===== src/hw/rtl/ieps_pkg.sv =====
// Types and constants of the interval endpoint event sorter.
package ieps_pkg;

   localparam int MAX_EVENTS     = 512;
   localparam int TIME_BITS      = 32;
   localparam int REC_BITS       = 16;
   localparam int CSR_DATA_BITS  = 16;
   localparam int CSR_INDEX_BITS = 4;

   localparam logic [CSR_INDEX_BITS-1:0] CSR_FIRST_INDEX = CSR_INDEX_BITS'(0);
   localparam logic [CSR_INDEX_BITS-1:0] CSR_STRIDE      = CSR_INDEX_BITS'(1);

   localparam logic OP_LOAD  = 1'b0;
   localparam logic OP_DRAIN = 1'b1;

   typedef struct packed {
      logic        op;
      logic [31:0] interval_start;
      logic [31:0] interval_end;
   } ieps_req_type;

   typedef struct packed {
      logic [31:0]         endpoint;
      logic                is_start;
      logic [REC_BITS-1:0] record_index;
      logic                last_event;
      logic                overflow;
   } ieps_rsp_type;

   typedef struct packed {
      logic [TIME_BITS-1:0] time_val;
      logic                 is_start;
      logic [REC_BITS-1:0]  record;
   } ieps_event_type;

   // broadcast to every cell
   typedef struct packed {
      logic           insert;
      logic           drain;
      ieps_event_type ev;
   } ieps_cmd_type;

   // head of the chain as seen by the controller
   typedef struct packed {
      ieps_event_type head;
      logic           head_valid;
      logic           next_valid;
      logic           full;
   } ieps_status_type;

endpackage


===== src/hw/rtl/ieps_cell.sv =====
// One cell of the sorted event chain.
module ieps_cell (
   input  logic                    clock,
   input  logic                    reset,
   input  ieps_pkg::ieps_cmd_type  cmd,
   input  ieps_pkg::ieps_event_type left_data,
   input  logic                    left_valid,
   input  logic                    left_shift,
   input  ieps_pkg::ieps_event_type right_data,
   input  logic                    right_valid,
   output ieps_pkg::ieps_event_type data,
   output logic                    valid,
   output logic                    shift
);
   import ieps_pkg::*;

   ieps_event_type data_ff, data_in;
   logic           valid_ff, valid_in;
   logic           goes_first;
   logic           at_point;

   always_comb begin
      goes_first = (cmd.ev.time_val < data_ff.time_val) ||
                   ((cmd.ev.time_val == data_ff.time_val) && cmd.ev.is_start &&
                    !data_ff.is_start);
      shift    = valid_ff && goes_first;
      at_point = (!valid_ff || goes_first) && left_valid && !left_shift;
      data_in  = data_ff;
      valid_in = valid_ff;
      if (cmd.insert) begin
         if (left_shift) begin
            data_in  = left_data;
            valid_in = 1'b1;
         end else if (at_point) begin
            data_in  = cmd.ev;
            valid_in = 1'b1;
         end
      end else if (cmd.drain) begin
         data_in  = right_data;
         valid_in = right_valid;
      end
   end

   always_ff @(posedge clock) begin
      if (reset) begin
         valid_ff <= 1'b0;
      end else begin
         valid_ff <= valid_in;
      end
   end

   always_ff @(posedge clock) begin
      data_ff <= data_in;
   end

   assign data  = data_ff;
   assign valid = valid_ff;

endmodule


===== config.mk =====
export PLATFORM = sky130hd
export DESIGN_NAME = ieps_cell
export DESIGN_NICKNAME = d
export VERILOG_FILES = /design/src/hw/rtl/ieps_pkg.sv /design/src/hw/rtl/ieps_cell.sv
export SDC_FILE = /design/constraint.sdc
export NUM_CORES = 1
export LEC_CHECK = 0
export ABC_AREA = 1
export BUFFER_PORTS_ARGS = -buffer_cell sky130_fd_sc_hd__buf_4
export CORE_UTILIZATION = 47
export DETAILED_ROUTE_END_ITERATION = 8
export PLACE_DENSITY_LB_ADDON = 0.08
export REMOVE_ABC_BUFFERS = 1
export SYNTH_ARGS = -nofsm -noshare
export SYNTH_HDL_FRONTEND = slang
export SYNTH_SLANG_ARGS = --single-unit

===== constraint.sdc =====
create_clock -name clock -period 12 [get_ports clock]
set_input_delay 2.4 -clock clock [delete_from_list [all_inputs] [get_ports clock]]
set_output_delay 2.4 -clock clock [all_outputs]
set_load 0.005 [all_outputs]

==> results.txt <==
- Sequential element share of the synthesized area: 0.441
- Summing internal, switching and leakage power gives 0.469 mW.
* Setup repair after global routing missed its margin: false
- STA classifies the critical path startpoint as an input pin.
- CTS tree: yes
- Initial core utilization: 0.492
- The die covers 0.00754 mm^2.
- Inserted Diodes: 0
- In this run the vertical extent of the chip is 86.8 um.
- The path class of the tightest hold or removal check is reg -> reg.
- Worst Tran Pin Value: 0.849 ns
- Leakage component of the power: 2.50 nW
* Routed via count divided by cell count: between 5 and 6
- Most common cell in the synthesized netlist: sky130_fd_sc_hd__o21ai_0
- Of the post-synthesis cell area, the dominant cell type holds 0.435.
* Clk_skew: 0.00618 ns
- At the end of routability-driven placement, the weighted congestion stood at 0.814.
- Along the worst hold path, the cell count comes to 2.
- The initial antenna violation count came to 0.
* Critical register-to-register path startpoint: data[48]$_DFFE_PP_
* Largest fanout of any net on the critical path: 3
- Number of slew-limit violations in the final report: 0
* Ratio of cells with drive above 1 in the final layout: 0.356
* Maximum achievable frequency: 160 MHz
* Count of unique library cells instantiated by Yosys: 21
- Setup total negative slack on the finished layout was measured at 0 ns.
- CTS H-tree lvls: 2
- Final Hold Fails: 0
- Summed over all instances, the cell type with the most area after synthesis is sky130_fd_sc_hd__edfxtp_1.
* Capture endpoint of the worst hold path: valid$_SDFFE_PP0P_
- CORE AREA: 0.00687 mm^2
- Before antenna repair, the detailed router went through 4 iterations.
* Number of buffers inserted during clock tree synthesis: 5
- Power density over the cells: 92.5 mW/mm^2
- Clock-pin slew was measured on the worst setup and hold paths at around 0.1 ns.
* Area of the multi-input gates: 0.00166 mm^2
* Total setup buffers inserted after CTS: 0
- Synthesis inferred 50 register bits.
- Max-slew headroom: 0.432
- In this run the remaining antenna-violating nets after routing total 0.
* Net total in the final layout: 806
- Worst setup slack for register-to-register paths: about 8.9 ns
- Kind of end point of the critical path: primary output
- Fill cells in the final layout number 547.
* DRC violation count after routing: 0
- The critical path in this run is classified as in -> out.
* Count of cells along the worst register-to-register path: 11
- Worst path required time: ~9.6 ns
- Worst reg2reg path endpoint: data[34]$_DFFE_PP_
- The flow ran to the end, and the final reports show no timing, DRC or antenna violations.
* Maximum number of pins on one net before global-route repair: 53
* Syn Std Cell Area: 0.00338 mm^2
- Width of the die: 86.8 um
- For this run, the total global-route usage over all layers was measured as 0.272.
- For the worst setup path, the data arrival time is ~3.9 ns.
* Number of max-cap violations: 0
- The commonest cells after synthesis are 100 x sky130_fd_sc_hd__o21ai_0, 88 x sky130_fd_sc_hd__nand2_1, 58 x sky130_fd_sc_hd__nor2_1, 49 x sky130_fd_sc_hd__edfxtp_1, 43 x sky130_fd_sc_hd__inv_1.
- Summed over all layers, the routed wires come to between 10000 and 15000 um.
- For this run, the number of Yosys warnings is 0.
- Across the whole layout, storage elements account for 0.00149 mm^2.
- Wire length of the first global-routing pass: 15800 um
- By area the synthesized netlist is led by sky130_fd_sc_hd__edfxtp_1 44%, sky130_fd_sc_hd__o21ai_0 15%, sky130_fd_sc_hd__ha_1 12%.
- VDD sags by at most 61.2 uV.
- Port buffering added roughly 200 buffers.
- Setup violations remaining at the end of the flow were counted as 0.
- The cell sitting at the root of the clock tree is a sky130_fd_sc_hd__clkbuf_8.
- Row count: 30
* Flip-flop cell with the highest count after synthesis: sky130_fd_sc_hd__edfxtp_1
- The detailed router placed between 3000 and 4000 vias in this run.
- At the later pin of the worst-skew pair, clock insertion delay measures 0.31 ns.
- Synthesis-to-finish area growth: 50.1%
- The clock drives 50 sinks.
* Final Instance Area: 0.00508 mm^2
* Total overflow reported by the global router: 0
* Number of enable flip-flop cells after synthesis: 49
* Cells after synthesis: 426
- The clock passes through at most 2 buffers.
- DRC violation total after the first TritonRoute iteration: 201
* Min Tclk post-route: 6.26 ns
- The via count of the first global-routing pass was around 3400.
- Number of cells upsized or downsized after cts: 0
- HPWL Detailed: about 7700 um
- Dividing the detail-routed wire length by the instance count gives about 14 um.
- In the finished design, the share of the clock period the worst path needs comes to 0.522.
- For this design the top-level I/O count stands at 205.
* Average instance area after synthesis: 7.94 um^2
- Buffers inserted to repair hold after CTS numbered 0.
- Post-synthesis async set-or-reset flop share: 0
- Worst Min Path Start: valid$_SDFFE_PP0P_
- Cell area reported after detailed placement: 0.00499 mm^2
-- registers in the layout, summed over array words and instances (netlist names) --
name and count:
valid 1, data 49
-- cells by family (layout without fill, tap and decap cells) --
| family | Yosys count | in the layout | synth area share |
|---|---|---|---|
| flops | 50 | 50 | 0.441 |
| compound gates | 120 | 120 | 0.181 |
| buf+inv | 63 | 258 | 0.0703 |
| simple gates | 161 | 161 | 0.189 |
| fa+ha+maj | 32 | 32 | 0.118 |
-- through the flow --
step	util	cells	setup WS, ns	hold WS [ns]
6_report	0.739	717	5.74	0.574
5_1_grt	0.739	717	5.59	0.618
4_1_cts	0.739	717	5.75	0.572
3_5_place_dp	0.727	709	5.78	0.561
3_3_place_gp	0.727	709	5.82	0.526
2_1_floorplan	-	406	4.50	0.511
-- critical path, stage by stage --
cell	delay, ns
sky130_fd_sc_hd__buf_4	0.12
sky130_fd_sc_hd__ha_1	0.32
sky130_fd_sc_hd__nand2_2	0.10
sky130_fd_sc_hd__nor4_2	0.31
sky130_fd_sc_hd__nand2_1	0.08
sky130_fd_sc_hd__nor2_1	0.11
sky130_fd_sc_hd__nand2_1	0.07
sky130_fd_sc_hd__a21boi_0	0.20
sky130_fd_sc_hd__buf_4	0.15
-- where the power goes --
part,switching (mW),leakage [nW],internal (mW),total (mW)
logic,0.0693,1.95,0.0780,0.147
clock network,0.0595,0.0416,0.0401,0.0996
registers,0.00810,0.505,0.214,0.222
total,0.137,2.50,0.332,0.469
-- cell type report --
type / instances / area share
Sequential cell: 50 / 0.294
Inverter: 43 / 0.0318
Tap cell: 96 / 0.0237
Clock buffer: 5 / 0.0136
Timing Repair Buffer: 207 / 0.306
Clock inverter: 3 / 0.00320
Multi-Input combinational cell: 313 / 0.328
-- cells in the final DEF (no fill, tap or decap), types with 2 or more instances in the layout --
| master | count |
|---|---|
| sky130_fd_sc_hd__edfxtp_1 | 49 |
| sky130_fd_sc_hd__nand2_1 | 88 |
| sky130_fd_sc_hd__o21a_1 | 2 |
| sky130_fd_sc_hd__o21ai_0 | 100 |
| sky130_fd_sc_hd__nand3_1 | 5 |
| sky130_fd_sc_hd__clkbuf_8 | 5 |
| sky130_fd_sc_hd__nor3_1 | 2 |
| sky130_fd_sc_hd__buf_4 | 207 |
| sky130_fd_sc_hd__inv_1 | 43 |
| sky130_fd_sc_hd__nor2_1 | 58 |
| sky130_fd_sc_hd__nor4_1 | 2 |
| sky130_fd_sc_hd__ha_1 | 32 |
| sky130_fd_sc_hd__nand2_2 | 3 |
| sky130_fd_sc_hd__a21oi_1 | 15 |
-- worst max path at each step --
stage	startpoint	endpoint	slack (ns)	depth (start not counted)
floorplan	cmd[48]	data[0]$_DFFE_PP_	4.50	9
global placement	cmd[48]	shift	5.82	9
detailed placement	cmd[48]	shift	5.78	9
CTS	cmd[48]	shift	5.75	9
global route	cmd[48]	shift	5.59	9
finish	cmd[48]	shift	5.74	9
-- metal layers --
layer / routed length [um] / GRT usage / vias up
li1: - / - / 1819
met1: 3970 / 0.315 / 1658
met2: 5240 / 0.493 / 176
met3: 833 / 0.0619 / 25
met4: 240 / 0.0864 / 0
met5: 0 / 0 / -
Power figures use the tool's default switching activity.
