**config.mk**
```make
export PLATFORM = sky130hd
export DESIGN_NAME = ieps_ctrl
export DESIGN_NICKNAME = d
export VERILOG_FILES = /design/src/hw/rtl/ieps_pkg.sv /design/src/hw/rtl/ieps_ctrl.sv
export SDC_FILE = /design/constraint.sdc
export NUM_CORES = 1
export LEC_CHECK = 0
export BUFFER_PORTS_ARGS = -buffer_cell sky130_fd_sc_hd__buf_2
export CORE_ASPECT_RATIO = 0.7
export CORE_UTILIZATION = 30
export CTS_BUF_LIST = sky130_fd_sc_hd__clkbuf_4
export DETAILED_ROUTE_END_ITERATION = 12
export GPL_ROUTABILITY_DRIVEN = 0
export PLACE_DENSITY = 0.55
export SKIP_LAST_GASP = 1
export SYNTH_ARGS = -nofsm -noshare
export SYNTH_HDL_FRONTEND = slang
export SYNTH_SLANG_ARGS = --single-unit
```
**constraint.sdc**
```tcl
create_clock -name clock -period 9.6 [get_ports clock]
set_input_delay 0.48 -clock clock [delete_from_list [all_inputs] [get_ports clock]]
set_output_delay 0.48 -clock clock [all_outputs]
set_load 0.05 [all_outputs]
```
**src/hw/rtl/ieps_pkg.sv**
```systemverilog
// Types and constants of the interval endpoint event sorter.
package ieps_pkg;

   localparam int MAX_EVENTS     = 512;
   localparam int TIME_BITS      = 32;
   localparam int REC_BITS       = 16;
   localparam int CSR_DATA_BITS  = 16;
   localparam int CSR_INDEX_BITS = 4;

   localparam logic [CSR_INDEX_BITS-1:0] CSR_FIRST_INDEX = CSR_INDEX_BITS'(0);
   localparam logic [CSR_INDEX_BITS-1:0] CSR_STRIDE      = CSR_INDEX_BITS'(1);

   localparam logic OP_LOAD  = 1'b0;
   localparam logic OP_DRAIN = 1'b1;

   typedef struct packed {
      logic        op;
      logic [31:0] interval_start;
      logic [31:0] interval_end;
   } ieps_req_type;

   typedef struct packed {
      logic [31:0]         endpoint;
      logic                is_start;
      logic [REC_BITS-1:0] record_index;
      logic                last_event;
      logic                overflow;
   } ieps_rsp_type;

   typedef struct packed {
      logic [TIME_BITS-1:0] time_val;
      logic                 is_start;
      logic [REC_BITS-1:0]  record;
   } ieps_event_type;

   // broadcast to every cell
   typedef struct packed {
      logic           insert;
      logic           drain;
      ieps_event_type ev;
   } ieps_cmd_type;

   // head of the chain as seen by the controller
   typedef struct packed {
      ieps_event_type head;
      logic           head_valid;
      logic           next_valid;
      logic           full;
   } ieps_status_type;

endpackage

```
**src/hw/rtl/ieps_ctrl.sv**
```systemverilog
// Record picking, load sequencing, drain control and result register.
module ieps_ctrl (
   input  logic                                   clock,
   input  logic                                   reset,
   input  logic                                   req_valid,
   output logic                                   req_stall,
   input  ieps_pkg::ieps_req_type                 req_item,
   output logic                                   rsp_valid,
   input  logic                                   rsp_stall,
   output ieps_pkg::ieps_rsp_type                 rsp_item,
   input  logic                                   csr_we,
   input  logic [ieps_pkg::CSR_INDEX_BITS-1:0]    csr_index,
   input  logic [ieps_pkg::CSR_DATA_BITS-1:0]     csr_wdata,
   input  ieps_pkg::ieps_status_type              status,
   output ieps_pkg::ieps_cmd_type                 cmd
);
   import ieps_pkg::*;

   logic [REC_BITS-1:0] first_index_ff, first_index_in;
   logic [REC_BITS-1:0] stride_ff, stride_in;
   logic [REC_BITS-1:0] rec_ff, rec_in;
   logic [REC_BITS-1:0] phase_ff, phase_in;
   logic                overflow_ff, overflow_in;
   logic                pend_ff, pend_in;
   ieps_event_type      pend_ev_ff, pend_ev_in;
   logic                rsp_valid_ff, rsp_valid_in;
   ieps_rsp_type        rsp_item_ff, rsp_item_in;

   logic                accept, load, drain, take, pick, want_insert, last;
   logic [REC_BITS-1:0] step;
   logic [REC_BITS:0]   phase_sum;

   always_comb begin
      first_index_in = first_index_ff;
      stride_in      = stride_ff;
      if (csr_we) begin
         case (csr_index)
            CSR_FIRST_INDEX: first_index_in = csr_wdata[REC_BITS-1:0];
            CSR_STRIDE:      stride_in      = csr_wdata[REC_BITS-1:0];
            default:         ;
         endcase
      end
   end

   always_comb begin
      req_stall   = pend_ff || (rsp_valid_ff && rsp_stall);
      accept      = req_valid && !req_stall;
      load        = accept && (req_item.op == OP_LOAD);
      drain       = accept && (req_item.op == OP_DRAIN);
      take        = load && (rec_ff >= first_index_ff);
      pick        = take && (phase_ff == '0);
      step        = (stride_ff == '0) ? REC_BITS'(1) : stride_ff;
      phase_sum   = {1'b0, phase_ff} + (REC_BITS+1)'(1);
      last        = status.head_valid && !status.next_valid;
      want_insert = pick || pend_ff;

      cmd.insert          = want_insert && !status.full;
      cmd.drain           = drain && status.head_valid;
      cmd.ev.time_val     = TIME_BITS'(req_item.interval_start);
      cmd.ev.is_start     = 1'b1;
      cmd.ev.record       = rec_ff;
      if (pend_ff) begin
         cmd.ev = pend_ev_ff;
      end

      pend_in             = pick;
      pend_ev_in.time_val = TIME_BITS'(req_item.interval_end);
      pend_ev_in.is_start = 1'b0;
      pend_ev_in.record   = rec_ff;

      rec_in      = rec_ff;
      phase_in    = phase_ff;
      overflow_in = overflow_ff;
      if (load) begin
         rec_in = rec_ff + REC_BITS'(1);
      end
      if (take) begin
         phase_in = (phase_sum >= {1'b0, step}) ? '0 : phase_sum[REC_BITS-1:0];
      end
      if (want_insert && status.full) begin
         overflow_in = 1'b1;
      end
      if (cmd.drain && last) begin
         rec_in      = '0;
         phase_in    = '0;
         overflow_in = 1'b0;
      end

      rsp_valid_in             = cmd.drain || (rsp_valid_ff && rsp_stall);
      rsp_item_in              = rsp_item_ff;
      if (cmd.drain) begin
         rsp_item_in.endpoint     = 32'(status.head.time_val);
         rsp_item_in.is_start     = status.head.is_start;
         rsp_item_in.record_index = status.head.record;
         rsp_item_in.last_event   = last;
         rsp_item_in.overflow     = overflow_ff;
      end
   end

   always_ff @(posedge clock) begin
      if (reset) begin
         first_index_ff <= '0;
         stride_ff      <= REC_BITS'(1);
         rec_ff         <= '0;
         phase_ff       <= '0;
         overflow_ff    <= 1'b0;
         pend_ff        <= 1'b0;
         rsp_valid_ff   <= 1'b0;
      end else begin
         first_index_ff <= first_index_in;
         stride_ff      <= stride_in;
         rec_ff         <= rec_in;
         phase_ff       <= phase_in;
         overflow_ff    <= overflow_in;
         pend_ff        <= pend_in;
         rsp_valid_ff   <= rsp_valid_in;
      end
   end

   always_ff @(posedge clock) begin
      pend_ev_ff  <= pend_ev_in;
      rsp_item_ff <= rsp_item_in;
   end

   assign rsp_valid = rsp_valid_ff;
   assign rsp_item  = rsp_item_ff;

endmodule

```
==> results.py, run 1 <==
metrics = {
    "timing": {
        "rsz0062_at_grt": "false",
        "worst_pin_slew_ns": 0.9116,
        "fmax_ghz": 0.2591,
        "maxSlewHeadroom": 0.3866,
        "setup_tns_ns": 0,
        "skew_ns": 0.02652,
        "slew_viol_final": 0,
        "min_period_over_period": 0.4020,
        "min_period_ns": 3.859,
        "finalSetupViolCount": 0,
        "finalHoldViolations": 0,
    },
    "floorplan": {
        "ioPinCount": 246,
        "rows": 46,
        "core_area_um2": 22680,
        "fp.dieH_um": 129.3,
        "start_util": 0.3061,
        "dieArea_um2": 23760,
        "die_w_um": 183.8,
    },
    "route": {
        "drt_iter0_markers": 287,
        "routedWlPerCell_um": 15.24,
        "antenna_left": 0,
        "vias": 5543,
        "drc_errors": 0,
        "via_per_inst": 4.514,
        "first_pass_iters": 5,
        "wirelength_um": 18710,
    },
    "worst_hold_path": {
        "hold_end": "rsp_item[21]",
        "hp-class": "primary input to register",
        "min_path_cells": 1,
        "hp-start": "status[22]",
    },
    "critical_path": {
        "path_class": "register to output port",
        "cp_max_fo": 9,
        "setup.worst_path.end_class": "output port",
        "timing.rr.end": "phase_ff[11]",
        "cp.required_ns": 9.12,
        "path_cells": "ha_1 -> a21oi_1 -> o21ai_0 -> a2111oi_0 -> o21a_1 -> nor3_1 -> o21ba_2 -> buf_2",
        "start_kind": "register",
        "rr_worst_depth": 12,
        "cpPeakStageDelay_ns": 0.76,
        "worstPathArrival_ns": 3.38,
        "r2r_start": "phase_ff[0]",
        "cpMaxStageDelayCell": "a2111oi_0",
        "reg2reg_slack_ns": 5.93,
    },
    "finish": {
        "nets": 1079,
        "design_area_um2": 9179,
        "drive_above_1_share": 0.3738,
        "synthToLayoutAreaGrowth_pct": 32.23,
    },
    "power_and_ir_drop": {
        "vdd_ir_drop_max_v": 0.00007183,
        "power_density_nw_per_um2": 153.9,
        "p_leak_nw": 3.930,
    },
    "global_routing": {
        "grt_max_degree": 56,
        "antenna_found_initial": 0,
        "grt_pass1_vias": 4942,
        "grt.overflow.total": 0,
        "grt_pass1_wl_um": 27270,
        "track_usage": 0.1532,
    },
    "clocking": {
        "cts_sinks": 166,
        "cts_tree": "done",
        "post_cts_buffers": 0,
        "cts_inserted_buffers": 17,
        "cts.clk_slew.worst_paths_ns": 0.15,
        "clockRootBuffer": "clkbuf_4",
        "clk_latency_ns": 0.57,
        "htree_levels": 4,
        "clk_path_buf_depth": 2,
    },
    "yosys": {
        "yosysTopAreaCell": "dfxtp_1",
        "synth_most_common_cell": "dfxtp_1",
        "synth_edf_count": 51,
        "ys_seq_area_frac": 0.5523,
        "ys.flop_type": "dfxtp_1",
        "syn_area_um2": 6942,
        "synth_nets": 803,
        "synth_top_cells_by_count": "dfxtp_1 (115), nand2_1 (72), edfxtp_1 (51)",
        "post_synth.cell_area_avg_um2": 11.09,
        "ys_warn_count": 0,
        "synth_area_leaders": "dfxtp_1 (33%), edfxtp_1 (22%), mux2_2 (7.5%), ha_1 (6.3%), nand2_1 (3.9%)",
        "synth_cell_types": 53,
        "synth_top_area_share": 0.3317,
        "synth-async-reset-ratio": 0,
        "synth_seq_cells": 166,
        "syn_inst": 626,
    },
    "placed_design": {
        "dpl.hpwl_um": 14140,
        "portBuffers": 245,
        "place_area_um2": 8482,
    },
    "flow_run": {
        "cap_violations": 0,
    },
    "outcome": {
        "status": "complete, no violations",
    },
}
sequential cells by signal, indices dropped and copies added, names as in the netlist:
register and cells:
stride_ff 16, pend_ff 1, rsp_item 51, pend_ev_ff 48, phase_ff 16, rec_ff 16
overflow_ff 1, rsp_valid 1, first_index_ff 16
layout by cell type (no fill, tap or decap), types with 7 or more instances in the layout:
master / synthesis / routed
a21oi_1: 29 / 28
buf_2: 6 / 245
clkbuf_4: 0 / 17
dfxtp_1: 115 / 114
dlygate4sd3_1: 0 / 35
edfxtp_1: 51 / 51
ha_1: 35 / 35
inv_1: 41 / 41
mux2_2: 46 / 46
mux2i_1: 16 / 16
nand2_1: 72 / 72
nand3_1: 12 / 12
nand4_1: 14 / 14
nor2_1: 41 / 41
nor4_1: 8 / 7
o211ai_1: 10 / 10
o21ai_0: 9 / 9
o22ai_1: 9 / 9
or3_1: 7 / 7
xnor2_1: 12 / 12
xor2_1: 15 / 15
cells by family after synthesis:
group,share of synthesized area
compound gates,0.07967
xor+xnor,0.03407
fa+ha+maj,0.06309
buf+inv,0.03983
flops,0.5523
mux,0.09769
simple gates,0.1334
report_power, final:
part / total [W] / switching (W) / internal (W)
combinational: 0.000186 / 0.000122 / 0.0000639
sequential: 0.000747 / 0.00000568 / 0.000741
clock: 0.000480 / 0.000265 / 0.000214
critical path: cells and delay by family, from the launching register on:
family,cells,cell delay (ns)
adder cells (fa/ha/maj),1,0.28
buffers and inverters,1,0.21
AO/OA/AOI/OAI,5,1.76
AND/OR/NAND/NOR,1,0.13
flip-flops,1,0.44
what timing repair did:
action,CTS,global route
hold endpoints to repair,32,3
resized for setup,0,0
hold buffers,32,3
per-stage QoR:
| step | hold WS (ns) | power (W) | worst slack, ns | utilization | cells |
|---|---|---|---|---|---|
| 3_5_place_dp | 0.3941 | 0.0009384 | 5.983 | 0.3740 | 1160 |
| 3_3_place_gp | 0.3902 | 0.0009374 | 6.059 | 0.3740 | 1160 |
| 2_1_floorplan | 0.3720 | 0.0008791 | 2.508 | - | 626 |
| 4_1_cts | 0.003685 | 0.001434 | 5.677 | 0.4033 | 1224 |
| 5_1_grt | -0.002734 | 0.001474 | 5.390 | 0.4047 | 1227 |
| 6_report | 0.07488 | 0.001413 | 5.741 | 0.4048 | 1228 |
worst max path at each step:
stage	cells after the start	slack [ns]	from	end
after detailed placement	10	5.98	phase_ff[2]	phase_ff[11]
after global routing	9	5.39	first_index_ff[15]	cmd[50]
after global placement	10	6.06	phase_ff[2]	phase_ff[11]
after floorplan	6	2.51	rsp_valid	phase_ff[6]
final	8	5.74	rec_ff[13]	cmd[50]
after CTS	8	5.68	rec_ff[13]	cmd[50]
layer usage:
| layer | global-route usage | share of wire | vias to the layer above |
|---|---|---|---|
| met5 | 0 | 0 | - |
| met4 | 0.04804 | 0.010 | 0 |
| met3 | 0.04047 | 0.060 | 12 |
| met2 | 0.2391 | 0.46 | 172 |
| met1 | 0.2072 | 0.47 | 2590 |
| li1 | - | - | 2769 |
area by class of cell:
cell class                      count  area, µm²
Fill cell                        2293      13500
Antenna cell                        1      2.502
Inverter                           41      153.9
Clock inverter                     15      216.5
Tap cell                          312      390.4
Sequential cell                   166       3835
Multi-Input combinational cell    392       2846
Clock buffer                       17      127.6
Timing Repair Buffer              284       1607
No activity file was read; power rests on OpenSTA's default activity.
==> run 2, diff against run 1 <==
--- a/config.mk
+++ b/config.mk
@@ -5,6 +5,7 @@
 export SDC_FILE = /design/constraint.sdc
 export NUM_CORES = 1
 export LEC_CHECK = 0
+export ABC_AREA = 1
 export BUFFER_PORTS_ARGS = -buffer_cell sky130_fd_sc_hd__buf_2
 export CORE_ASPECT_RATIO = 0.7
 export CORE_UTILIZATION = 30
==> constraint.sdc (replaced) <==
create_clock -name clock -period 3.7 [get_ports clock]
set_input_delay 0.185 -clock clock [delete_from_list [all_inputs] [get_ports clock]]
set_output_delay 0.185 -clock clock [all_outputs]
set_load 0.05 [all_outputs]
==> run 2 against run 1 <==
  * Non-clock buffer count grew 67
  * Global-route usage grew 1.5 points
  * Clock power grew 140%
  * Largest cell class unchanged
  * Combinational power grew to 4.3 times the previous value
  * Largest power group unchanged
  * Utilization grew 2.8 points
  * Highest routed layer is now met5
  * Total power grew to 2.8 times the previous value
==> results.py, run 2 <==
metrics = {
    "outcome": {
        "status": "complete, no violations",
    },
    "finish": {
        "largest_reg_flops": 51,
        "synthToLayoutAreaGrowth_pct": 41.29,
        "drive_above_1_share": 0.2668,
        "final_common_cell": "buf_2",
        "postLayoutCoreUtil": 0.4323,
        "nets": 1296,
        "final_cell_mix": "buf_2 (245), nand2_1 (183), dfxtp_1 (114), dlygate4sd3_1 (101), inv_1 (78)",
    },
    "yosys": {
        "synth-compound-area-share": 0.1021,
        "ys_seq_area_frac": 0.5539,
        "synth-async-reset-ratio": 0,
        "post_synth.cell_area_avg_um2": 8.897,
        "syn_inst": 778,
        "synth_seq_cells": 166,
        "ys.flop_type": "dfxtp_1",
        "synth_edf_count": 51,
        "synth_top_area_share": 0.3326,
        "synth_nets": 955,
        "synth_most_common_cell": "nand2_1",
        "synthXorXnorAreaFrac": 0.02531,
        "synthAdderAreaFrac": 0.06327,
        "synth-simple-area-share": 0.1923,
        "yosysTopAreaCell": "dfxtp_1",
        "synth_area_leaders": "dfxtp_1 (33%), edfxtp_1 (22%), nand2_1 (9.9%), ha_1 (6.3%), a21oi_1 (5.1%)",
        "syn_area_um2": 6922,
        "synth_top_family_by_area": "simple AND/OR/NAND/NOR gates",
        "ys_warn_count": 0,
        "synth_cell_types": 32,
        "synth_top_cells_by_count": "nand2_1 (183), dfxtp_1 (115), inv_1 (78)",
        "yosys-mux-area-fraction": 0,
    },
    "worst_hold_path": {
        "min_path_cells": 3,
        "hp-start": "status[2]",
        "hold_end": "rsp_item[1]",
        "hp-class": "primary input to register",
    },
    "critical_path": {
        "reg2reg_slack_ns": 0.51,
        "start_kind": "register",
        "timing.rr.end": "phase_ff[0]",
        "r2r_start": "phase_ff[0]",
        "cp.required_ns": 4.14,
        "path_class": "register to register",
        "rr_worst_depth": 11,
        "cp_max_fo": 16,
        "setup.worst_path.end_class": "register",
        "worstPathArrival_ns": 3.63,
    },
    "timing": {
        "slew_viol_final": 0,
        "maxSlewHeadroom": 0.2643,
        "min_period_over_period": 0.8629,
        "setup_tns_ns": 0,
        "skew_ns": 0.01825,
        "worst_pin_slew_ns": 1.100,
        "finalHoldViolations": 0,
        "whs_ns": 0.05585,
        "finalSetupViolCount": 0,
        "min_period_ns": 3.193,
        "fmax_ghz": 0.3132,
        "rsz0062_at_grt": "false",
    },
    "clocking": {
        "clockRootBuffer": "clkbuf_4",
        "cts.clk_slew.worst_paths_ns": 0.14,
        "cts_sinks": 166,
        "cts_tree": "done",
        "clk_latency_ns": 0.58,
        "htree_levels": 4,
        "clk_path_buf_depth": 2,
        "cts_resized": 0,
        "cts_inserted_buffers": 17,
    },
    "global_routing": {
        "grt.busiest_layer": "met2",
        "antenna_found_initial": 4,
        "grt_max_degree": 59,
        "grt.overflow.total": 0,
        "track_usage": 0.1683,
        "use_met2": 0.2832,
        "grt_pass1_wl_um": 30660,
        "gr-usage-met1": 0.2067,
        "grt_pass1_vias": 5997,
        "gr-usage-met3": 0.05312,
    },
    "power_and_ir_drop": {
        "vdd_ir_drop_max_v": 0.0001858,
        "power_density_nw_per_um2": 402.2,
        "finalPower_w": 0.003933,
        "p_leak_nw": 4.433,
    },
    "floorplan": {
        "fp.dieH_um": 129.1,
        "dieArea_um2": 23690,
        "start_util": 0.3060,
        "rows": 46,
        "die_w_um": 183.6,
        "ioPinCount": 246,
        "core_area_um2": 22620,
    },
    "placed_design": {
        "dpl.hpwl_um": 14620,
        "portBuffers": 245,
    },
    "route": {
        "vias": 6335,
        "routedWlPerCell_um": 13.76,
        "drc_errors": 0,
        "first_pass_iters": 5,
        "drt_iter0_markers": 313,
        "wirelength_um": 19890,
        "antenna_left": 0,
        "via_per_inst": 4.381,
    },
    "flow_run": {
        "cap_violations": 0,
    },
}
==> run 2: cell count changes in the layout (fill, tap and decap cells not counted), sizes merged, moves of 10 or more <==
cell / delta
o211ai: -10
a21oi: +43
nand3: +20
o21ai: +49
inv: +38
nand2: +116
mux2: -46
mux2i: -16
dlygate4sd3: +66
==> run 2: worst max-delay path by stage <==
| stage | endpoint | slack (ns) | from | cells after the start |
|---|---|---|---|---|
| after CTS | phase_ff[0] | 0.53 | phase_ff[0] | 11 |
| after global placement | phase_ff[11] | 0.76 | phase_ff[0] | 11 |
| after floorplan | overflow_ff | 0.44 | rsp_valid | 7 |
| after detailed placement | phase_ff[0] | 0.56 | phase_ff[0] | 11 |
| final | phase_ff[0] | 0.51 | phase_ff[0] | 11 |
| after global routing | phase_ff[15] | 0.21 | phase_ff[0] | 15 |
==> run 2: worst max-delay path, stage by stage (launching register included) <==
cell,delay [ns]
dfxtp_1,0.45
ha_1,0.22
nand3_1,0.21
nor2_1,0.30
nand4_1,0.15
xor2_1,0.19
ha_1,0.32
nand4_1,0.11
nor4_1,0.33
nand2_1,0.46
nand3_1,0.23
a21oi_1,0.09
==> run 2: repair_timing <==
item	CTS	global route
buffers inserted	0	0
hold buffers	101	0
endpoints found under the hold margin	117	0
==> run 2: cell families (layout without fill, tap and decap cells) <==
kind of cell | count (synthesis) | after routing
buffers and inverters | 111 | 465
other | 0 | 2
AOI/OAI and AO/OA | 137 | 137
and+or+nand+nor | 309 | 309
DFF | 166 | 166
adders and majority gates | 35 | 35
xor gates and xnor gates | 20 | 20
==> run 2: final cells by class <==
| class | count | area, µm² |
|---|---|---|
| well taps | 312 | 390.4 |
| clock buffers | 18 | 135.1 |
| fillers | 2288 | 12840 |
| diodes | 2 | 5.005 |
| clock inverters | 14 | 172.7 |
| repair buffers | 351 | 2275 |
| multi-input cells | 501 | 2658 |
| flip-flops and latches | 166 | 3835 |
| inverters | 82 | 309.0 |
==> run 2: through the flow <==
stage | instance area [µm²] | worst slack (ns) | cells
after floorplan | 6928 | 0.4371 | 778
after global placement | 8456 | 0.7619 | 1311
after detailed placement | 8456 | 0.5613 | 1311
after CTS | 9774 | 0.5255 | 1444
after global routing | 9779 | 0.2083 | 1446
final | 9779 | 0.5071 | 1446
==> run 2: per-layer routing <==
| metal | wire length, µm | part of all wire |
|---|---|---|
| met5 | 27 | 0.0014 |
| met4 | 291 | 0.015 |
| met3 | 1381 | 0.069 |
| met2 | 9447 | 0.47 |
| met1 | 8746 | 0.44 |
==> run 2: where the power goes <==
group	leakage, nW	switching [W]	total [W]	internal [W]
combinational	2.87	0.000511	0.000793	0.000283
clock	0.156	0.000672	0.00115	0.000481
sequential	1.41	0.0000416	0.00199	0.00194
total	4.43	0.00122	0.00393	0.00271
==> run 3, diff against run 2 <==
--- a/config.mk
+++ b/config.mk
@@ -5,7 +5,6 @@
 export SDC_FILE = /design/constraint.sdc
 export NUM_CORES = 1
 export LEC_CHECK = 0
-export ABC_AREA = 1
 export BUFFER_PORTS_ARGS = -buffer_cell sky130_fd_sc_hd__buf_2
 export CORE_ASPECT_RATIO = 0.7
 export CORE_UTILIZATION = 30
==> run 3 against run 2 <==
  * Sequential power fell by 3%
  * Clock power is 5% lower
  * Global-route usage fell by 0.55 points
  * Critical path depth increased by 1
==> results.py, run 3 (same netlist as run 1, synthesis figures left out) <==
metrics = {
    "route": {
        "drc_errors": 0,
        "first_pass_iters": 4,
        "routedWlPerCell_um": 15.05,
        "drt_iter0_markers": 238,
        "wirelength_um": 19520,
        "via_per_inst": 4.471,
        "antenna_left": 0,
        "vias": 5799,
    },
    "worst_hold_path": {
        "hp-class": "primary input to register",
        "min_path_cells": 4,
        "hp-start": "req_item[64]",
        "hold_end": "rec_ff[0]",
    },
    "clocking": {
        "cts.clk_slew.worst_paths_ns": 0.15,
        "clk_path_buf_depth": 2,
        "clockRootBuffer": "clkbuf_4",
        "htree_levels": 4,
        "cts_sinks": 166,
        "clk_latency_ns": 0.57,
        "cts_tree": "done",
        "cts_inserted_buffers": 17,
    },
    "timing": {
        "finalSetupViolCount": 0,
        "finalHoldViolations": 0,
        "fmax_ghz": 0.3028,
        "setup_tns_ns": 0,
        "min_period_over_period": 0.8927,
        "maxSlewHeadroom": 0.3977,
        "worst_pin_slew_ns": 0.9013,
        "skew_ns": 0.03358,
        "min_period_ns": 3.303,
        "slew_viol_final": 0,
        "rsz0062_at_grt": "false",
    },
    "global_routing": {
        "grt_pass1_wl_um": 29470,
        "grt.overflow.total": 0,
        "antenna_found_initial": 0,
        "grt_max_degree": 55,
        "track_usage": 0.1628,
        "grt_pass1_vias": 5578,
    },
    "power_and_ir_drop": {
        "power_switching_w": 0.001072,
        "p_int_w": 0.002503,
        "power_density_nw_per_um2": 363.9,
        "power_frac_seq": 0.542,
        "p_leak_nw": 4.201,
        "combPwrFrac": 0.153,
        "vdd_ir_drop_max_v": 0.0001967,
        "clkPwrFrac": 0.305,
        "switching_share": 0.2998,
    },
    "placed_design": {
        "dpl.hpwl_um": 14140,
        "portBuffers": 245,
        "place_area_um2": 8511,
    },
    "finish": {
        "design_area_um2": 9824,
        "diodes": 0,
        "multiInputGateArea_um2": 2859,
        "seq_area_um2": 3835,
        "drive_above_1_share": 0.3513,
        "fill_cells": 2273,
        "final_common_cell": "buf_2",
        "largest_reg_flops": 51,
        "nets": 1149,
        "final_cell_mix": "buf_2 (245), dfxtp_1 (114), dlygate4sd3_1 (102), nand2_1 (72), edfxtp_1 (51)",
        "synthToLayoutAreaGrowth_pct": 41.53,
    },
    "critical_path": {
        "start_kind": "register",
        "cp.required_ns": 4.20,
        "setup.worst_path.end_class": "register",
        "r2r_start": "phase_ff[0]",
        "timing.rr.end": "phase_ff[4]",
        "cp-startpoint": "phase_ff[0]",
        "cp_max_fo": 14,
        "rr_worst_depth": 12,
        "reg2reg_slack_ns": 0.40,
        "path_class": "register to register",
        "worstPathArrival_ns": 3.80,
    },
    "floorplan": {
        "fp.dieH_um": 129.3,
        "die_w_um": 183.8,
        "core_area_um2": 22680,
        "rows": 46,
        "ioPinCount": 246,
        "dieArea_um2": 23760,
        "start_util": 0.3061,
    },
    "flow_run": {
        "cap_violations": 0,
    },
    "outcome": {
        "status": "complete, no violations",
    },
}
==> run 3: cell types whose count changed in the layout (fill, tap and decap cells not counted), moves of 9 or more <==
cell | previous run | this run
a21oi_1 | 71 | 28
mux2i_1 | 0 | 16
inv_1 | 78 | 41
nand3_1 | 32 | 12
mux2_2 | 0 | 46
o21ai_0 | 59 | 9
nand2_1 | 183 | 72
xnor2_1 | 3 | 12
o22ai_1 | 0 | 9
==> run 3: per-layer routing <==
metal,GRT usage,vias up,share of wire
met2,0.2578,199,0.45
met5,0,-,0
li1,-,2909,-
met4,0.05588,0,0.019
met1,0.2159,2669,0.46
met3,0.04244,22,0.068
==> run 3: per-stage QoR <==
step | std cells | utilization | hold slack (ns) | total power (W) | setup WS (ns)
3_5_place_dp | 1163 | 0.3753 | 0.2890 | 0.002440 | 0.4324
5_1_grt | 1297 | 0.4332 | 0.05930 | 0.003749 | 0.007486
4_1_cts | 1297 | 0.4330 | 0.01757 | 0.003636 | 0.1262
6_report | 1297 | 0.4332 | 0.08129 | 0.003575 | 0.3971
2_1_floorplan | 626 | - | 0.2127 | 0.002280 | 0.01209
3_3_place_gp | 1163 | 0.3753 | 0.2876 | 0.002436 | 0.4789
==> run 3: final cells by class <==
class	instances	area share
Tap cell	312	0.03974
Multi-Input combinational cell	392	0.2910
Inverter	41	0.01566
Clock buffer	17	0.01299
Timing Repair Buffer	354	0.2341
Clock inverter	15	0.01617
Sequential cell	166	0.3903
==> run 3: worst max-delay path by stage <==
stage | endpoint | depth (start not counted)
after floorplan | phase_ff[6] | 6
after global placement | phase_ff[4] | 12
final | phase_ff[4] | 12
after detailed placement | phase_ff[5] | 12
after global routing | phase_ff[12] | 12
after CTS | cmd[50] | 8
==> run 3: worst max-delay path, cell delays in order, from the launching register on <==
cell,delay (ns)
dfxtp_1,0.46
ha_1,0.28
nand3_1,0.12
nor3_1,0.38
nand4_1,0.16
xnor2_1,0.22
ha_1,0.28
a21oi_1,0.16
nor2b_1,0.06
a311o_1,0.35
a211oi_4,0.28
nand3_4,0.24
o211ai_1,0.24
==> run 3: repair_timing <==
action	4_1_cts	5_1_grt
setup endpoints to repair	0	1
gates resized for setup	0	2
hold buffers	102	0
hold endpoints to repair	116	0
buffers inserted	0	0
==> run 3: power by group through the flow <==
stage                     sequential (W)  combinational (W)  clock [W]
final                            0.00194           0.000547    0.00109
after global routing             0.00194           0.000586    0.00122
after CTS                        0.00194           0.000549    0.00115
after detailed placement         0.00198           0.000461          0
after global placement           0.00198           0.000459          0
after floorplan                  0.00203           0.000246          0
